==> config.mk <==
export PLATFORM = sky130hd
export DESIGN_NAME = triangle_corner_tangents_core_flat
export DESIGN_NICKNAME = d
export VERILOG_FILES = /design/src/tct_pkg.sv /design/src/tct_in_if.sv /design/src/tct_out_if.sv /design/src/triangle_corner_tangents_core.sv /design/src/flat_wrapper.sv
export SDC_FILE = /design/constraint.sdc
export NUM_CORES = 2
export LEC_CHECK = 0
export ABC_AREA = 1
export BUFFER_PORTS_ARGS = -buffer_cell sky130_fd_sc_hd__buf_2
export CAP_MARGIN = 40
export CORE_MARGIN = 8
export CORE_UTILIZATION = 30
export DETAILED_ROUTE_END_ITERATION = 10
export GPL_ROUTABILITY_DRIVEN = 1
export HOLD_SLACK_MARGIN = 0.08
export PLACE_DENSITY_LB_ADDON = 0.12
export SLEW_MARGIN = 20
export SYNTH_ARGS = -nofsm -noshare
export SYNTH_HDL_FRONTEND = slang
export SYNTH_SLANG_ARGS = --single-unit
==> constraint.sdc <==
create_clock -name clk -period 21.8 [get_ports clk]
set_input_delay 4.36 -clock clk [delete_from_list [all_inputs] [get_ports clk]]
set_output_delay 4.36 -clock clk [all_outputs]
set_load 0.01 [all_outputs]
==> src/tct_pkg.sv <==
package tct_pkg;

  localparam int IDX_W = 16;
  localparam int VAL_W = 32;
  localparam int MAG_W = VAL_W - 1;
  localparam int PROD_W = 2 * VAL_W;

  // Field codes used to select a coordinate of a stored corner.
  localparam logic [2:0] FLD_X = 3'd0;
  localparam logic [2:0] FLD_Y = 3'd1;
  localparam logic [2:0] FLD_Z = 3'd2;
  localparam logic [2:0] FLD_U = 3'd3;
  localparam logic [2:0] FLD_V = 3'd4;

  typedef struct packed {
    logic [IDX_W-1:0]        idx;
    logic signed [VAL_W-1:0] x;
    logic signed [VAL_W-1:0] y;
    logic signed [VAL_W-1:0] z;
    logic signed [VAL_W-1:0] u;
    logic signed [VAL_W-1:0] v;
  } corner_t;

  // A saturated difference split into sign and magnitude.
  typedef struct packed {
    logic             neg;
    logic [MAG_W-1:0] mag;
  } smag_t;

  function automatic logic signed [VAL_W-1:0] field_of(corner_t c, logic [2:0] f);
    logic signed [VAL_W-1:0] r;
    unique case (f)
      FLD_X:   r = c.x;
      FLD_Y:   r = c.y;
      FLD_Z:   r = c.z;
      FLD_U:   r = c.u;
      FLD_V:   r = c.v;
      default: r = '0;
    endcase
    return r;
  endfunction

  // Difference p - q, clamped to the symmetric range, as sign and magnitude.
  function automatic smag_t sat_diff(logic signed [VAL_W-1:0] p,
                                     logic signed [VAL_W-1:0] q);
    logic signed [VAL_W:0] d;
    smag_t r;
    d = VAL_W'(1) == 1 ? ($signed({p[VAL_W-1], p}) - $signed({q[VAL_W-1], q})) : '0;
    r.neg = d[VAL_W];
    if (d[VAL_W]) begin
      // The most negative 32-bit value lies outside the symmetric range as well.
      if (!d[VAL_W-1] || d[MAG_W-1:0] == '0) r.mag = {MAG_W{1'b1}};
      else r.mag = MAG_W'(-d);
    end else begin
      if (d[VAL_W-1]) r.mag = {MAG_W{1'b1}};
      else r.mag = d[MAG_W-1:0];
    end
    return r;
  endfunction

endpackage

==> src/tct_in_if.sv <==
interface tct_in_if;
  logic        valid;
  logic        ready;
  logic [15:0] vert_index;
  logic [31:0] pos_x;
  logic [31:0] pos_y;
  logic [31:0] pos_z;
  logic [31:0] tex_u;
  logic [31:0] tex_v;
  logic        final_corner;

  modport source (output valid, vert_index, pos_x, pos_y, pos_z, tex_u, tex_v,
                  final_corner, input ready);
  modport sink (input valid, vert_index, pos_x, pos_y, pos_z, tex_u, tex_v,
                final_corner, output ready);
endinterface

==> src/tct_out_if.sv <==
interface tct_out_if;
  logic        valid;
  logic        ready;
  logic [15:0] out_index;
  logic [31:0] tan_x;
  logic [31:0] tan_y;
  logic [31:0] tan_z;
  logic        degenerate;
  logic        last_of_triangle;
  logic        mesh_done;

  modport source (output valid, out_index, tan_x, tan_y, tan_z, degenerate,
                  last_of_triangle, mesh_done, input ready);
  modport sink (input valid, out_index, tan_x, tan_y, tan_z, degenerate,
                last_of_triangle, mesh_done, output ready);
endinterface

==> src/triangle_corner_tangents_core.sv <==
// Channel   Dir  Beat contents
// in_ch     in   one triangle corner: index, position, texture coordinate, final mark
// out_ch    out  one corner tangent: index, tangent, degenerate, last, mesh done
//
// The first two corners of a triangle are only stored; the third starts the sequencer.
// Each corner needs 2 multiplies and, unless degenerate, 2 multiplies and a division per axis,
// on a shift-add unit and a restoring divider. Input is held off meanwhile.
// Reset is synchronous and clears the corner count and the sequencer.
// A stalled result beat holds the sequencer at the next corner's result until it is taken.
module triangle_corner_tangents_core #(
  parameter int FRAC_BITS = 16
) (
  input logic clk,
  input logic rst_n,
  tct_in_if.sink    in_ch,
  tct_out_if.source out_ch
);
  import tct_pkg::*;

  localparam int DW = PROD_W + FRAC_BITS;
  localparam int CW = $clog2(DW + 1);

  localparam logic [2:0] S_IDLE = 3'd0;
  localparam logic [2:0] S_LOAD = 3'd1;
  localparam logic [2:0] S_MUL  = 3'd2;
  localparam logic [2:0] S_ACC  = 3'd3;
  localparam logic [2:0] S_DIV  = 3'd4;
  localparam logic [2:0] S_DFIN = 3'd5;
  localparam logic [2:0] S_EMIT = 3'd6;

  logic [2:0] state_r;
  logic [1:0] count_r;
  logic [1:0] crn_r;
  logic [2:0] step_r;
  logic [CW-1:0] cnt_r;
  logic final_r;

  corner_t c0_r, c1_r, c2_r;

  logic [MAG_W-1:0]   mcand_r;
  logic [2*MAG_W-1:0] p_r;
  logic               pneg_r;
  logic signed [PROD_W-1:0] acc_r;
  logic signed [PROD_W-1:0] det_r;

  logic [DW-1:0]     dvd_r;
  logic [PROD_W-1:0] rem_r;
  logic [PROD_W-1:0] ud_r;
  logic [VAL_W-1:0]  q_r;
  logic              ovf_r;
  logic              dneg_r;

  logic [VAL_W-1:0] tan_r [3];
  logic             degen_r;

  logic             out_valid_r;
  logic [IDX_W-1:0] out_idx_r;
  logic [VAL_W-1:0] out_tx_r, out_ty_r, out_tz_r;
  logic             out_deg_r, out_last_r, out_done_r;

  // Corner roles: base, first other, second other.
  corner_t ca, cb, cd;
  always_comb begin
    unique case (crn_r)
      2'd0: begin ca = c0_r; cb = c1_r; cd = c2_r; end
      2'd1: begin ca = c1_r; cb = c0_r; cd = c2_r; end
      default: begin ca = c2_r; cb = c1_r; cd = c0_r; end
    endcase
  end

  // Operand selection for the current multiply.
  logic [1:0] ax;
  logic [2:0] fld_ax;
  smag_t opa, opb;
  assign ax = 2'((step_r - 3'd2) >> 1);
  assign fld_ax = {1'b0, ax};
  always_comb begin
    unique case (step_r)
      3'd0: begin
        opa = sat_diff(field_of(cb, FLD_U), field_of(ca, FLD_U));
        opb = sat_diff(field_of(cd, FLD_V), field_of(ca, FLD_V));
      end
      3'd1: begin
        opa = sat_diff(field_of(cd, FLD_U), field_of(ca, FLD_U));
        opb = sat_diff(field_of(cb, FLD_V), field_of(ca, FLD_V));
      end
      3'd2, 3'd4, 3'd6: begin
        opa = sat_diff(field_of(cd, FLD_V), field_of(ca, FLD_V));
        opb = sat_diff(field_of(cb, fld_ax), field_of(ca, fld_ax));
      end
      default: begin
        opa = sat_diff(field_of(cb, FLD_V), field_of(ca, FLD_V));
        opb = sat_diff(field_of(cd, fld_ax), field_of(ca, fld_ax));
      end
    endcase
  end

  logic [MAG_W:0] msum;
  assign msum = {1'b0, p_r[2*MAG_W-1:MAG_W]} + (p_r[0] ? {1'b0, mcand_r} : '0);

  logic signed [PROD_W-1:0] prod_s, comb_val;
  assign prod_s = pneg_r ? -$signed(PROD_W'(p_r)) : $signed(PROD_W'(p_r));
  assign comb_val = acc_r - prod_s;

  logic [PROD_W-1:0] rem_sh;
  logic              rem_ge;
  assign rem_sh = {rem_r[PROD_W-2:0], dvd_r[DW-1]};
  assign rem_ge = rem_sh >= ud_r;

  logic [VAL_W-1:0] div_res;
  always_comb begin
    if (dneg_r) begin
      if (ovf_r || q_r > {1'b1, {(VAL_W-1){1'b0}}}) div_res = {1'b1, {(VAL_W-1){1'b0}}};
      else div_res = -q_r;
    end else begin
      if (ovf_r || q_r[VAL_W-1]) div_res = {1'b0, {(VAL_W-1){1'b1}}};
      else div_res = q_r;
    end
  end

  logic in_acc;
  assign in_ch.ready = (state_r == S_IDLE);
  assign in_acc = in_ch.valid && in_ch.ready;

  logic emit_go;
  assign emit_go = (state_r == S_EMIT) && (!out_valid_r || out_ch.ready);

  corner_t in_c;
  assign in_c = '{idx: in_ch.vert_index, x: in_ch.pos_x, y: in_ch.pos_y,
                  z: in_ch.pos_z, u: in_ch.tex_u, v: in_ch.tex_v};

  // Payload registers.
  always_ff @(posedge clk) begin
    if (in_acc) begin
      if (count_r == 2'd0) c0_r <= in_c;
      else if (count_r == 2'd1) c1_r <= in_c;
      else begin
        c2_r <= in_c;
        final_r <= in_ch.final_corner;
      end
    end
    unique case (state_r)
      S_LOAD: begin
        mcand_r <= opa.mag;
        p_r <= {{MAG_W{1'b0}}, opb.mag};
        pneg_r <= opa.neg ^ opb.neg;
      end
      S_MUL: p_r <= {msum, p_r[MAG_W-1:1]};
      S_ACC: begin
        if (!step_r[0]) acc_r <= prod_s;
        else if (step_r == 3'd1) begin
          det_r <= comb_val;
          degen_r <= (comb_val == '0);
          if (comb_val == '0) begin
            tan_r[0] <= '0;
            tan_r[1] <= '0;
            tan_r[2] <= '0;
          end
        end else begin
          dneg_r <= comb_val[PROD_W-1] ^ det_r[PROD_W-1];
          dvd_r <= {(comb_val[PROD_W-1] ? PROD_W'(-comb_val) : PROD_W'(comb_val)),
                    {FRAC_BITS{1'b0}}};
          ud_r <= det_r[PROD_W-1] ? PROD_W'(-det_r) : PROD_W'(det_r);
          rem_r <= '0;
          q_r <= '0;
          ovf_r <= 1'b0;
        end
      end
      S_DIV: begin
        rem_r <= rem_ge ? rem_sh - ud_r : rem_sh;
        dvd_r <= {dvd_r[DW-2:0], 1'b0};
        ovf_r <= ovf_r | q_r[VAL_W-1];
        q_r <= {q_r[VAL_W-2:0], rem_ge};
      end
      S_DFIN: tan_r[ax] <= div_res;
      default: ;
    endcase
    if (emit_go) begin
      out_idx_r <= ca.idx;
      out_tx_r <= tan_r[0];
      out_ty_r <= tan_r[1];
      out_tz_r <= tan_r[2];
      out_deg_r <= degen_r;
      out_last_r <= (crn_r == 2'd2);
      out_done_r <= (crn_r == 2'd2) && final_r;
    end
  end

  // Control.
  always_ff @(posedge clk) begin
    if (!rst_n) begin
      state_r <= S_IDLE;
      count_r <= 2'd0;
      crn_r <= 2'd0;
      step_r <= 3'd0;
      cnt_r <= '0;
      out_valid_r <= 1'b0;
    end else begin
      if (emit_go) out_valid_r <= 1'b1;
      else if (out_ch.ready) out_valid_r <= 1'b0;
      unique case (state_r)
        S_IDLE: begin
          if (in_acc) begin
            if (count_r == 2'd2) begin
              count_r <= 2'd0;
              crn_r <= 2'd0;
              step_r <= 3'd0;
              state_r <= S_LOAD;
            end else begin
              count_r <= in_ch.final_corner ? 2'd0 : count_r + 2'd1;
            end
          end
        end
        S_LOAD: begin
          cnt_r <= CW'(MAG_W);
          state_r <= S_MUL;
        end
        S_MUL: begin
          cnt_r <= cnt_r - 1'b1;
          if (cnt_r == CW'(1)) state_r <= S_ACC;
        end
        S_ACC: begin
          if (!step_r[0]) begin
            step_r <= step_r + 3'd1;
            state_r <= S_LOAD;
          end else if (step_r == 3'd1) begin
            if (comb_val == '0) state_r <= S_EMIT;
            else begin
              step_r <= 3'd2;
              state_r <= S_LOAD;
            end
          end else begin
            cnt_r <= CW'(DW);
            state_r <= S_DIV;
          end
        end
        S_DIV: begin
          cnt_r <= cnt_r - 1'b1;
          if (cnt_r == CW'(1)) state_r <= S_DFIN;
        end
        S_DFIN: begin
          if (step_r == 3'd7) state_r <= S_EMIT;
          else begin
            step_r <= step_r + 3'd1;
            state_r <= S_LOAD;
          end
        end
        S_EMIT: begin
          if (emit_go) begin
            step_r <= 3'd0;
            if (crn_r == 2'd2) state_r <= S_IDLE;
            else begin
              crn_r <= crn_r + 2'd1;
              state_r <= S_LOAD;
            end
          end
        end
        default: state_r <= S_IDLE;
      endcase
    end
  end

  assign out_ch.valid = out_valid_r;
  assign out_ch.out_index = out_idx_r;
  assign out_ch.tan_x = out_tx_r;
  assign out_ch.tan_y = out_ty_r;
  assign out_ch.tan_z = out_tz_r;
  assign out_ch.degenerate = out_deg_r;
  assign out_ch.last_of_triangle = out_last_r;
  assign out_ch.mesh_done = out_done_r;

`ifndef NO_ASSERTIONS
  a_count_range: assert property (@(posedge clk) disable iff (!rst_n)
    count_r != 2'd3) else $error("corner count out of range");
  a_busy_count: assert property (@(posedge clk) disable iff (!rst_n)
    state_r != S_IDLE |-> count_r == 2'd0) else $error("corners held while busy");
  a_degen_zero: assert property (@(posedge clk) disable iff (!rst_n)
    out_valid_r && out_deg_r |-> out_tx_r == '0 && out_ty_r == '0 && out_tz_r == '0)
    else $error("degenerate result with non-zero tangent");
  a_done_last: assert property (@(posedge clk) disable iff (!rst_n)
    out_valid_r && out_done_r |-> out_last_r) else $error("mesh done off the third result");
`endif

endmodule

==> src/flat_wrapper.sv <==
// flat-port wrapper written by rule: the top's interface ports become plain ports
module triangle_corner_tangents_core_flat import tct_pkg::*;
#(
  parameter int FRAC_BITS = 16
)
  (clk, rst_n, in_ch_valid, in_ch_vert_index, in_ch_pos_x, in_ch_pos_y, in_ch_pos_z, in_ch_tex_u, in_ch_tex_v, in_ch_final_corner, in_ch_ready, out_ch_valid, out_ch_out_index, out_ch_tan_x, out_ch_tan_y, out_ch_tan_z, out_ch_degenerate, out_ch_last_of_triangle, out_ch_mesh_done, out_ch_ready);
  tct_in_if in_ch_i ();
  tct_out_if out_ch_i ();
  input logic clk;
  input logic rst_n;
  input wire logic [$bits(in_ch_i.valid)-1:0] in_ch_valid;
  input wire logic [$bits(in_ch_i.vert_index)-1:0] in_ch_vert_index;
  input wire logic [$bits(in_ch_i.pos_x)-1:0] in_ch_pos_x;
  input wire logic [$bits(in_ch_i.pos_y)-1:0] in_ch_pos_y;
  input wire logic [$bits(in_ch_i.pos_z)-1:0] in_ch_pos_z;
  input wire logic [$bits(in_ch_i.tex_u)-1:0] in_ch_tex_u;
  input wire logic [$bits(in_ch_i.tex_v)-1:0] in_ch_tex_v;
  input wire logic [$bits(in_ch_i.final_corner)-1:0] in_ch_final_corner;
  output wire logic [$bits(in_ch_i.ready)-1:0] in_ch_ready;
  output wire logic [$bits(out_ch_i.valid)-1:0] out_ch_valid;
  output wire logic [$bits(out_ch_i.out_index)-1:0] out_ch_out_index;
  output wire logic [$bits(out_ch_i.tan_x)-1:0] out_ch_tan_x;
  output wire logic [$bits(out_ch_i.tan_y)-1:0] out_ch_tan_y;
  output wire logic [$bits(out_ch_i.tan_z)-1:0] out_ch_tan_z;
  output wire logic [$bits(out_ch_i.degenerate)-1:0] out_ch_degenerate;
  output wire logic [$bits(out_ch_i.last_of_triangle)-1:0] out_ch_last_of_triangle;
  output wire logic [$bits(out_ch_i.mesh_done)-1:0] out_ch_mesh_done;
  input wire logic [$bits(out_ch_i.ready)-1:0] out_ch_ready;
  assign in_ch_i.valid = in_ch_valid;
  assign in_ch_i.vert_index = in_ch_vert_index;
  assign in_ch_i.pos_x = in_ch_pos_x;
  assign in_ch_i.pos_y = in_ch_pos_y;
  assign in_ch_i.pos_z = in_ch_pos_z;
  assign in_ch_i.tex_u = in_ch_tex_u;
  assign in_ch_i.tex_v = in_ch_tex_v;
  assign in_ch_i.final_corner = in_ch_final_corner;
  assign in_ch_ready = in_ch_i.ready;
  assign out_ch_valid = out_ch_i.valid;
  assign out_ch_out_index = out_ch_i.out_index;
  assign out_ch_tan_x = out_ch_i.tan_x;
  assign out_ch_tan_y = out_ch_i.tan_y;
  assign out_ch_tan_z = out_ch_i.tan_z;
  assign out_ch_degenerate = out_ch_i.degenerate;
  assign out_ch_last_of_triangle = out_ch_i.last_of_triangle;
  assign out_ch_mesh_done = out_ch_i.mesh_done;
  assign out_ch_i.ready = out_ch_ready;
  triangle_corner_tangents_core #(.FRAC_BITS(FRAC_BITS)) u_core (.clk(clk), .rst_n(rst_n), .in_ch(in_ch_i), .out_ch(out_ch_i));
endmodule
==> out/results.ini <==
[synthesis]
yosysSeqAreaShare_pct = 40.1
syn_area_per_cell_um2 = 7.29
yosys.area.top_type = edfxtp_1
async_flop_share_pct = 0
ys_top_cells_by_area = edfxtp_1 40%, nand2_1 14%, inv_1 8.1%
synth_top_cell_area_share_pct = 39.7
synth_cells = 12300
yosys_warnings = 0
synth_ff_type = edfxtp_1
synth_edf_count = 1188
syn_area_um2 = 89900
syn-num-nets = 12900
yosysUniqueCellTypes = 68
ys_seq_elements = 1206

[floorplan]
io_pins = 298
start_util_pct = 30.1
row_count = 201
die-area_um2 = 317000
die_w_um = 563
fp.dieH_um = 563
core_area_um2 = 299000

[sta]
setup_violations = 0
timing.setup.tns_ns = 0
slew_headroom_pct = 31.2
skew_ns = 0.0636
fin_crit_sh_pct = 42.0
final_max_slew_viol_count = 0
hold_viol = 0
worst_slack_ns = 12.65
timing.final.crit_period_ns = 9.15
grt_setup_unrepaired = no
worst_pin_slew_ns = 1.03
max_freq_ghz = 0.109

[critical_path]
crit_path_max_incr_delay_ns = 0.83
startpoint_type = register
slowest_stage = o21bai_1
crit_required_ns = 22.35
crit_type = register to register
cp-end-kind = register
worst_ep_arrival_time_ns = 9.70
cp_max_fo = 66

[grt]
antenna_found_initial = 34
track_usage_pct = 24.1
grt_overflow_total = 0
grt_pass1_wl_um = 572000
grt_pass1_vias = 82800
grt_max_degree = 162

[clock_network]
cts_tree = done
clk_latency_ns = 0.86
clkTransAtPathRegs_ns = 0.06
post_cts_buffers = 0
cts_buffer_depth = 4
cts_resized = 0
htree_num_levels = 4
cts-root-buf = clkbuf_16
ctsHoldBuffers = 0
cts_buffers = 155
cts_sinks = 1206

[route]
drc = 0
num_vias = 86200
via_per_inst = 5.16
drt-initial-drc-count = 7736
drtPass1Iterations = 6
routedWlPerCell_um = 23.9
final_antenna_net_count = 0
routed_wl_um = 399000

[cells_and_area]
mostFrequentLayoutCell = nand2_1
layout.nets = 13200
syn_to_final_growth_pct = 13.6
drive_above_1_share_pct = 6.89
final_cell_mix = 3265 x nand2_1, 1947 x inv_1, 1304 x nor2_1

[status]
status = completed

[place]
port_buffers = 297
preCtsSetupSlack_ns = 13.02
routabilityCongestion = 0.969
dp_hpwl_um = 328000

[worst_hold_path]
hp-class = register to register

[power_and_ir_drop]
p_per_area_nw_per_um2 = 118
leakage_nw = 45.1
peakVddDrop_mv = 0.0673

[run]
drv_cap = 0

[flip-flops by register name (all words and copies together) (netlist names), 7 cells and up]
name and count:
u_core.c0_r 176, u_core.c1_r 176, u_core.c2_r 176, u_core.tan_r 96
u_core.acc_r 64, u_core.det_r 64, u_core.dvd_r 64, u_core.ud_r 64
u_core.rem_r 63, u_core.p_r 62, out_ch_tan_x 32, out_ch_tan_y 32
out_ch_tan_z 32, u_core.q_r 32, u_core.mcand_r 31, u_core.out_ch.out_index 16
u_core.cnt_r 7
[where the power goes]
part | switching (W) | leakage (nW) | total [W] | internal (W)
clock | 0.00108 | 2.45 | 0.00263 | 0.00155
combinational | 0.00496 | 31.6 | 0.00661 | 0.00165
sequential | 0.0000568 | 11.0 | 0.00279 | 0.00273
[cells in the mapped netlist (142+ instances only)]
cell type	count
nand2_1	3268
inv_1	1951
nor2_1	1314
edfxtp_1	1188
o21ai_0	800
a21oi_1	785
nand3_1	736
ha_1	378
xor2_1	297
nand4_1	235
clkbuf_1	232
nor3_1	142
[per-stage QoR]
step                utilization, %  cell area [um2]  cells  total power (W)  hold slack (ns)
detailed placement            32.3            96700  16400          0.00933            0.405
floorplan                        -            89900  12300          0.00678            0.400
CTS                           34.0           102000  16700           0.0120            0.407
finish                        34.1           102000  16700           0.0120            0.413
global route                  34.1           102000  16700           0.0127            0.415
global placement              32.1            96100  16400          0.00934            0.403
[path summary, 6_finish.rpt]
path | end | depth (start not counted) | slack (ns) | from
hold reg to reg | out_ch_tan_y[24] | 0 | 0.41 | u_core.tan_r[1][24]
setup / recovery | u_core.p_r[26] | 31 | 12.65 | u_core.crn_r[1]
setup reg to reg | u_core.p_r[26] | 31 | 12.65 | u_core.crn_r[1]
hold / removal | out_ch_tan_y[24] | 0 | 0.41 | u_core.tan_r[1][24]
[worst max-delay path, delay by kind of cell (launching register included)]
family / cells / cell delay (ns)
flops: 1 / 0.33
fa+ha+maj: 2 / 0.94
buf+inv: 8 / 2.52
compound gates: 6 / 2.10
simple gates: 14 / 2.20
xor+xnor: 1 / 0.65
[routing by layer]
metal  vias to the layer above  wire (um)  track usage (%)
met4                        22      12100             6.73
li1                      41500          -                -
met5                         -        157                0
met1                     41300     180000             32.9
met2                      2795     184000             40.1
met3                       553      23400             3.02
[area by class of cell]
type	instances	area, um2
diodes	7	17.5
clock buffers	173	3990
clock inverters	97	1130
fillers	32000	197000
inverters	1975	7430
multi-input cells	8827	45400
flip-flops and latches	1206	36000
well taps	3958	4950
repair buffers	469	3140
[cell families after synthesis]
| kind of cell | synth area share, % |
|---|---|
| simple gates | 27.6 |
| compound gates | 13.1 |
| flops | 40.1 |
| fa+ha+maj | 5.46 |
| xor+xnor | 4.08 |
| buf+inv | 9.70 |
Power figures use the tool's default switching activity.
